<file path="src/hdl/sif_pkg.sv">
// shared types, constants and microprogram rom of the instruction packet framer
package sif_pkg;

   localparam int STEP_W = 3;
   localparam int PARAM_FIELDS = 4;
   localparam int IDX_W = 2;
   localparam int COUNT_W = 3;
   localparam logic [7:0] HEADER_BYTE = 8'hFF;
   localparam logic [7:0] LENGTH_EXTRA = 8'd2;

   localparam logic [STEP_W-1:0] STEP_WAIT  = 3'd0;
   localparam logic [STEP_W-1:0] STEP_HDR0  = 3'd1;
   localparam logic [STEP_W-1:0] STEP_HDR1  = 3'd2;
   localparam logic [STEP_W-1:0] STEP_ID    = 3'd3;
   localparam logic [STEP_W-1:0] STEP_LEN   = 3'd4;
   localparam logic [STEP_W-1:0] STEP_INSTR = 3'd5;
   localparam logic [STEP_W-1:0] STEP_PARAM = 3'd6;
   localparam logic [STEP_W-1:0] STEP_CSUM  = 3'd7;

   typedef enum logic [2:0] {
      SRC_HDR,
      SRC_ID,
      SRC_LEN,
      SRC_INSTR,
      SRC_PARAM,
      SRC_CSUM
   } src_type;

   typedef enum logic [1:0] {
      ACC_HOLD,
      ACC_LOAD,
      ACC_ADD
   } acc_type;

   typedef enum logic [1:0] {
      JMP_NONE,
      JMP_ALWAYS,
      JMP_NO_PARAMS,
      JMP_MORE_PARAMS
   } jmp_type;

   typedef struct packed {
      logic              wait_in;
      logic              emit;
      logic              last;
      logic              next_param;
      src_type           src;
      acc_type           acc;
      jmp_type           jmp;
      logic [STEP_W-1:0] target;
   } uword_type;

   typedef struct packed {
      uword_type word;
      logic      fire;
   } ctrl_type;

   typedef struct packed {
      logic out_free;
      logic no_params;
      logic more_params;
   } status_type;

   function automatic uword_type sif_rom(input logic [STEP_W-1:0] step);
      uword_type w;
      w = '{wait_in: 1'b0, emit: 1'b1, last: 1'b0, next_param: 1'b0, src: SRC_HDR,
            acc: ACC_HOLD, jmp: JMP_NONE, target: STEP_WAIT};
      case (step)
         STEP_WAIT: begin
            w.wait_in = 1'b1;
            w.emit = 1'b0;
         end
         STEP_HDR0, STEP_HDR1: begin
            w.src = SRC_HDR;
         end
         STEP_ID: begin
            w.src = SRC_ID;
            w.acc = ACC_LOAD;
         end
         STEP_LEN: begin
            w.src = SRC_LEN;
            w.acc = ACC_ADD;
         end
         STEP_INSTR: begin
            w.src = SRC_INSTR;
            w.acc = ACC_ADD;
            w.jmp = JMP_NO_PARAMS;
            w.target = STEP_CSUM;
         end
         STEP_PARAM: begin
            w.src = SRC_PARAM;
            w.acc = ACC_ADD;
            w.next_param = 1'b1;
            w.jmp = JMP_MORE_PARAMS;
            w.target = STEP_PARAM;
         end
         STEP_CSUM: begin
            w.src = SRC_CSUM;
            w.last = 1'b1;
            w.jmp = JMP_ALWAYS;
            w.target = STEP_WAIT;
         end
         default: begin
            w.emit = 1'b0;
            w.jmp = JMP_ALWAYS;
            w.target = STEP_WAIT;
         end
      endcase
      return w;
   endfunction

endpackage

</file>
<file path="src/hdl/sif_seq.sv">
// microprogram sequencer: step counter, control rom and conditional jumps
module sif_seq (
   input  logic                clock,
   input  logic                reset,
   input  logic                req_tvalid,
   output logic                req_tready,
   input  sif_pkg::status_type status,
   output sif_pkg::ctrl_type   ctrl
);
   import sif_pkg::*;

   logic [STEP_W-1:0] step_ff;
   logic [STEP_W-1:0] step_in;
   uword_type         word;
   logic              fire;

   always_comb begin
      word = sif_rom(step_ff);
      // the wait step fires on an accepted item, every other step on a free output slot
      fire = word.wait_in ? (req_tvalid && !reset) : status.out_free;
      step_in = step_ff;
      if (fire) begin
         case (word.jmp)
            JMP_NONE:        step_in = step_ff + 1'b1;
            JMP_ALWAYS:      step_in = word.target;
            JMP_NO_PARAMS:   step_in = status.no_params ? word.target : step_ff + 1'b1;
            JMP_MORE_PARAMS: step_in = status.more_params ? word.target : step_ff + 1'b1;
            default:         step_in = STEP_WAIT;
         endcase
      end
   end

   always_ff @(posedge clock) begin
      if (reset) begin
         step_ff <= STEP_WAIT;
      end else begin
         step_ff <= step_in;
      end
   end

   // no item is taken while reset is held
   assign req_tready = word.wait_in && !reset;
   assign ctrl.word = word;
   assign ctrl.fire = fire;

endmodule

</file>
<file path="src/hdl/sif_dp.sv">
// datapath: command registers, byte select, checksum accumulator, output register
module sif_dp #(
   parameter int PARAM_LIMIT = 4
) (
   input  logic                clock,
   input  logic                reset,
   input  sif_pkg::ctrl_type   ctrl,
   input  logic [55:0]         req_tdata,
   output sif_pkg::status_type status,
   output logic                rsp_tvalid,
   input  logic                rsp_tready,
   output logic [7:0]          rsp_tdata,
   output logic                rsp_tlast
);
   import sif_pkg::*;

   logic [7:0]         id_ff;
   logic [7:0]         instr_ff;
   logic [COUNT_W-1:0] count_ff;
   logic [7:0]         param_ff [PARAM_FIELDS];
   logic [IDX_W-1:0]   idx_ff;
   logic [7:0]         acc_ff;
   logic               valid_ff;
   logic [7:0]         data_ff;
   logic               last_ff;

   logic [COUNT_W-1:0] count_in;
   logic [7:0]         byte_sel;
   logic [COUNT_W-1:0] idx_next;

   always_comb begin
      count_in = req_tdata[18:16];
      if (count_in > COUNT_W'(PARAM_LIMIT)) begin
         count_in = COUNT_W'(PARAM_LIMIT);
      end
      case (ctrl.word.src)
         SRC_HDR:   byte_sel = HEADER_BYTE;
         SRC_ID:    byte_sel = id_ff;
         SRC_LEN:   byte_sel = {5'd0, count_ff} + LENGTH_EXTRA;
         SRC_INSTR: byte_sel = instr_ff;
         SRC_PARAM: byte_sel = param_ff[idx_ff];
         SRC_CSUM:  byte_sel = ~acc_ff;
         default:   byte_sel = HEADER_BYTE;
      endcase
      idx_next = {1'b0, idx_ff} + 1'b1;
   end

   always_ff @(posedge clock) begin
      if (ctrl.fire && ctrl.word.wait_in) begin
         id_ff <= req_tdata[7:0];
         instr_ff <= req_tdata[15:8];
         count_ff <= count_in;
         param_ff[0] <= req_tdata[26:19];
         param_ff[1] <= req_tdata[34:27];
         param_ff[2] <= req_tdata[42:35];
         param_ff[3] <= req_tdata[50:43];
         idx_ff <= '0;
      end else if (ctrl.fire && ctrl.word.next_param) begin
         idx_ff <= idx_next[IDX_W-1:0];
      end
      if (ctrl.fire) begin
         case (ctrl.word.acc)
            ACC_LOAD: acc_ff <= byte_sel;
            ACC_ADD:  acc_ff <= acc_ff + byte_sel;
            default:  acc_ff <= acc_ff;
         endcase
      end
      if (ctrl.fire && ctrl.word.emit) begin
         data_ff <= byte_sel;
         last_ff <= ctrl.word.last;
      end
   end

   always_ff @(posedge clock) begin
      if (reset) begin
         valid_ff <= 1'b0;
      end else if (ctrl.fire && ctrl.word.emit) begin
         valid_ff <= 1'b1;
      end else if (rsp_tready) begin
         valid_ff <= 1'b0;
      end
   end

   assign status.out_free = !valid_ff || rsp_tready;
   assign status.no_params = (count_ff == '0);
   assign status.more_params = (idx_next < count_ff);
   assign rsp_tvalid = valid_ff;
   assign rsp_tdata = data_ff;
   assign rsp_tlast = last_ff;

endmodule

</file>
<file path="src/hdl/servo_instruction_packet_framer.sv">
// the first byte comes from the header step after the accepting wait step; a command
// takes one accept step, then 6 plus the clamped parameter count emit steps, one byte
// per cycle while the sink is ready, and no new command is taken before they end;
// the microprogram step counter paces the whole packet; a stalled sink holds the step
// reset: synchronous, active high; returns to the wait step with the output empty
module servo_instruction_packet_framer #(
   parameter int MAX_PARAMS = 4
) (
   input  logic        clock,
   input  logic        reset,
   input  logic        req_tvalid,
   output logic        req_tready,
   // servo_id[7:0], instruction[15:8], param_count[18:16], param_0[26:19],
   // param_1[34:27], param_2[42:35], param_3[50:43], zero pad[55:51]
   input  logic [55:0] req_tdata,
   output logic        rsp_tvalid,
   input  logic        rsp_tready,
   // tx_byte[7:0]
   output logic [7:0]  rsp_tdata,
   output logic        rsp_tlast
);
   import sif_pkg::*;

   localparam int PARAM_LIMIT = (MAX_PARAMS < PARAM_FIELDS) ? MAX_PARAMS : PARAM_FIELDS;

   ctrl_type   ctrl;
   status_type status;

   sif_seq u_seq (
      .clock      (clock),
      .reset      (reset),
      .req_tvalid (req_tvalid),
      .req_tready (req_tready),
      .status     (status),
      .ctrl       (ctrl)
   );

   sif_dp #(
      .PARAM_LIMIT (PARAM_LIMIT)
   ) u_dp (
      .clock      (clock),
      .reset      (reset),
      .ctrl       (ctrl),
      .req_tdata  (req_tdata),
      .status     (status),
      .rsp_tvalid (rsp_tvalid),
      .rsp_tready (rsp_tready),
      .rsp_tdata  (rsp_tdata),
      .rsp_tlast  (rsp_tlast)
   );

endmodule
</file>
<file path="config.mk">
export PLATFORM = sky130hd
export DESIGN_NAME = servo_instruction_packet_framer
export DESIGN_NICKNAME = d
export VERILOG_FILES = /design/src/hdl/sif_pkg.sv /design/src/hdl/sif_seq.sv /design/src/hdl/sif_dp.sv /design/src/hdl/servo_instruction_packet_framer.sv
export SDC_FILE = /design/constraint.sdc
export NUM_CORES = 1
export LEC_CHECK = 0
export BUFFER_PORTS_ARGS = -buffer_cell sky130_fd_sc_hd__buf_4
export CAP_MARGIN = 25
export CELL_PAD_IN_SITES_DETAIL_PLACEMENT = 0
export CELL_PAD_IN_SITES_GLOBAL_PLACEMENT = 1
export CORE_MARGIN = 5
export CORE_UTILIZATION = 40
export DETAILED_ROUTE_END_ITERATION = 10
export PLACE_DENSITY_LB_ADDON = 0.1
export RECOVER_POWER = 50
export SETUP_SLACK_MARGIN = 0.4
export SYNTH_ARGS = -nofsm -noshare
export SYNTH_HDL_FRONTEND = slang
export SYNTH_SLANG_ARGS = --single-unit
export TNS_END_PERCENT = 100
</file>
<file path="constraint.sdc">
create_clock -name clock -period 4.3 [get_ports clock]
set_clock_uncertainty 0.15 [all_clocks]
set_input_delay 0.43 -clock clock [delete_from_list [all_inputs] [get_ports clock]]
set_output_delay 0.43 -clock clock [all_outputs]
set_load 0.01 [all_outputs]
</file>
==> results.py <==
metrics = {
    "synth": {
        "synth_seq_cells": 76,
        "synth_edf_count": 68,
        "syn_avg_cell_area_um2": 14.7,
        "seq_area_frac_synth_pct": 62.4,
        "async_flop_share_pct": 0,
        "yosys_warnings": 0,
        "synth.distinct_cells": 48,
        "syn_nets": 320,
        "netlist_instances": 240,
        "synth_top_flop_cell": "edfxtp_1",
        "syn-cell-area_um2": 3530,
    },
    "power": {
        "switching_share_pct": 34.3,
        "p_leak_nw": 1.57,
        "intPower_mw": 1.71,
        "p_comb_share_pct": 35.3,
        "seq_power_share_pct": 43.1,
        "clock_power_share_pct": 21.6,
        "power_density_nw_per_um2": 600,
        "p_total_mw": 2.61,
        "irDropWorstVdd_mv": 0.234,
        "p_switching_mw": 0.895,
    },
    "floorplanning": {
        "io_pins": 71,
        "die_h_um": 104,
        "core_area_um2": 8680,
        "die-area_um2": 10800,
        "die_w_um": 104,
        "initial_core_util_pct": 40.6,
        "fp-row-count": 34,
    },
    "clocking": {
        "cts.sinks": 76,
        "cts_tree": "yes",
        "numCtsBuffers": 9,
        "clk_path_buf_depth": 2,
        "htreeDepth": 3,
        "cts_root_buffer": "clkbuf_8",
        "insertion_delay_ns": 0.34,
        "clkTransAtPathRegs_ns": 0.09,
    },
    "final_layout": {
        "area_growth_pct": 23.2,
        "drive_gt1_share_pct": 28.2,
        "fin_nets": 394,
        "final_common_cell": "edfxtp_1",
        "final_cell_mix": "edfxtp_1, clkbuf_4, ha_1",
        "num_antenna_cells": 0,
    },
    "sta": {
        "setup_viol": 0,
        "setup_ws_ns": 0.433,
        "final-hold-violation-count": 0,
        "slew_viol_final": 0,
        "max_freq_mhz": 259,
        "rsz0062_at_grt": "false",
        "slew_headroom_pct": 12.9,
        "finalCritPeriodShare_pct": 89.9,
        "setup_tns_ns": 0,
        "timing.hold.ws_ns": 0.128,
        "fin_crit_ns": 3.87,
        "worst_pin_slew_ns": 1.31,
    },
    "global_routing": {
        "antenna_found_initial": 0,
        "grt_overflow": 0,
        "grt_max_degree": 55,
        "grt_usage_pct": 12.8,
        "grt_pass1_wl_mm": 11.0,
        "grt_pass1_vias": 2170,
    },
    "setup_path": {
        "cp_data_arrival_time_ns": 3.82,
        "cp_slowest_cell": "dfxtp_1",
        "path_class": "flop to flop",
        "crit_required_ns": 4.25,
        "critPathMaxFanout": 6,
        "path_buf_inv": 3,
        "critPathLaunchType": "flop",
        "cpPeakStageDelay_ns": 0.45,
        "critPathTopFamily": "compound AO/OA/AOI/OAI gates",
        "critPathCaptureType": "flop",
        "crit_chain": "inv_1 > ha_1 > a21o_1 > a31oi_4 > clkbuf_1 > buf_4 > nor2b_4 > a2111o_1 > ha_1 > o21ai_0 > o21bai_1 > a21oi_1 > xnor2_1 > mux2_2",
        "cp_common_cell": "ha_1",
    },
    "flow_run": {
        "drv_cap": 0,
    },
    "route": {
        "firstDrtPassIters": 4,
        "drt.antenna.violating_nets": 0,
        "drcViolationCount": 0,
        "wl_mm": 6.69,
        "drtIter0Drc": 59,
        "wl_per_cell_um": 15.7,
        "viasPerCell": 5.02,
        "vias": 2143,
    },
    "outcome": {
        "status": "finished clean",
    },
    "placement": {
        "port_buffers": 65,
        "dpl_worst_slack_ns": 0.240,
        "hpwl_mm": 4.93,
        "gp_congestion": 0.779,
    },
    "hold_path": {
        "hold_class": "primary input to flop",
    },
}
[state kept, by name, indices dropped and copies added, names as in the netlist, named ones only]
signal           cells
u_dp.param_ff       32
u_dp.acc_ff          8
u_dp.id_ff           8
u_dp.instr_ff        8
u_dp.rsp_tdata       8
u_dp.count_ff        3
u_seq.step_ff        3
u_dp.idx_ff          2
u_dp.rsp_tlast       1
u_dp.rsp_tvalid      1
[power groups by stage]
| stage | clock, mW | combinational, mW | sequential (mW) |
|---|---|---|---|
| global route | 0.616 | 1.05 | 1.15 |
| CTS | 0.584 | 0.961 | 1.12 |
| global placement | 0 | 0.945 | 1.13 |
| finish | 0.563 | 0.921 | 1.13 |
| floorplan | 0 | 0.678 | 1.12 |
| detailed placement | 0 | 0.949 | 1.13 |
[layout make-up]
class	instances	area, um2
flip-flops and latches	76	2210
multi-input cells	147	1290
well taps	108	135
repair buffers	70	470
fillers	784	4330
inverters	10	37.5
clock inverters	7	80.1
clock buffers	9	124
[worst paths after layout]
kind                                                     from  slack, ns                             to  cells after the start
worst max-delay path            u_seq.step_ff[0]$_SDFFE_PP0N_       0.43       u_dp.acc_ff[6]$_DFFE_PP_                     14
worst min-delay path                            req_tdata[32]       0.13  u_dp.param_ff[1][5]$_DFFE_PP_                      1
worst max register to register  u_seq.step_ff[0]$_SDFFE_PP0N_       0.43       u_dp.acc_ff[6]$_DFFE_PP_                     14
worst min register to register    u_dp.idx_ff[1]$_SDFFE_PP0P_       0.41                           flop                      2
[metrics by stage]
| step | util [%] | instance area, um2 | cells |
|---|---|---|---|
| after floorplan | - | 3530 | 240 |
| after global placement | 47.6 | 4140 | 408 |
| after detailed placement | 47.6 | 4140 | 408 |
| after CTS | 50.4 | 4380 | 427 |
| after global routing | 50.1 | 4350 | 427 |
| final | 50.1 | 4350 | 427 |
[per-layer routing]
metal / up-vias / part of all wire, % / track usage (%)
met4: 0 / 1.8 / 5.27
met1: 996 / 48 / 17.6
met5: - / 0 / 0
li1: 1090 / - / -
met3: 8 / 5.4 / 3.54
met2: 49 / 45 / 19.0
[timing repair]
item	CTS	global route
buffers inserted	3	0
gates resized for setup	4	8
pin swaps	1	0
hold buffers	0	0
endpoints found under the setup margin	1	4
[cell families (layout without fill, tap and decap cells)]
group	count (synthesis)	count (layout)	synth area share [%]
AOI/OAI and AO/OA	49	49	9.97
xor gates and xnor gates	6	6	1.49
adders and majority gates	20	20	7.31
buffers and inverters	17	96	2.09
DFF	76	76	62.4
muxes	15	15	8.02
and+or+nand+nor	57	57	8.69
[synthesized netlist by cell type, drive strengths merged (5+ instances only)]
master | n | area, um2
ha | 19 | 238
edfxtp | 68 | 2040
mux2 | 5 | 56.3
dfxtp | 8 | 160
nand2 | 15 | 56.3
o21ai | 11 | 55.1
nor2b | 5 | 38.8
inv | 10 | 37.5
mux4 | 8 | 206
a21o | 5 | 37.5
a211oi | 5 | 37.5
nor2 | 12 | 45.0
a21oi | 7 | 35.0
nand2b | 6 | 37.5
o2111ai | 6 | 52.6
Note: power is estimated with default switching activity, not from simulation.
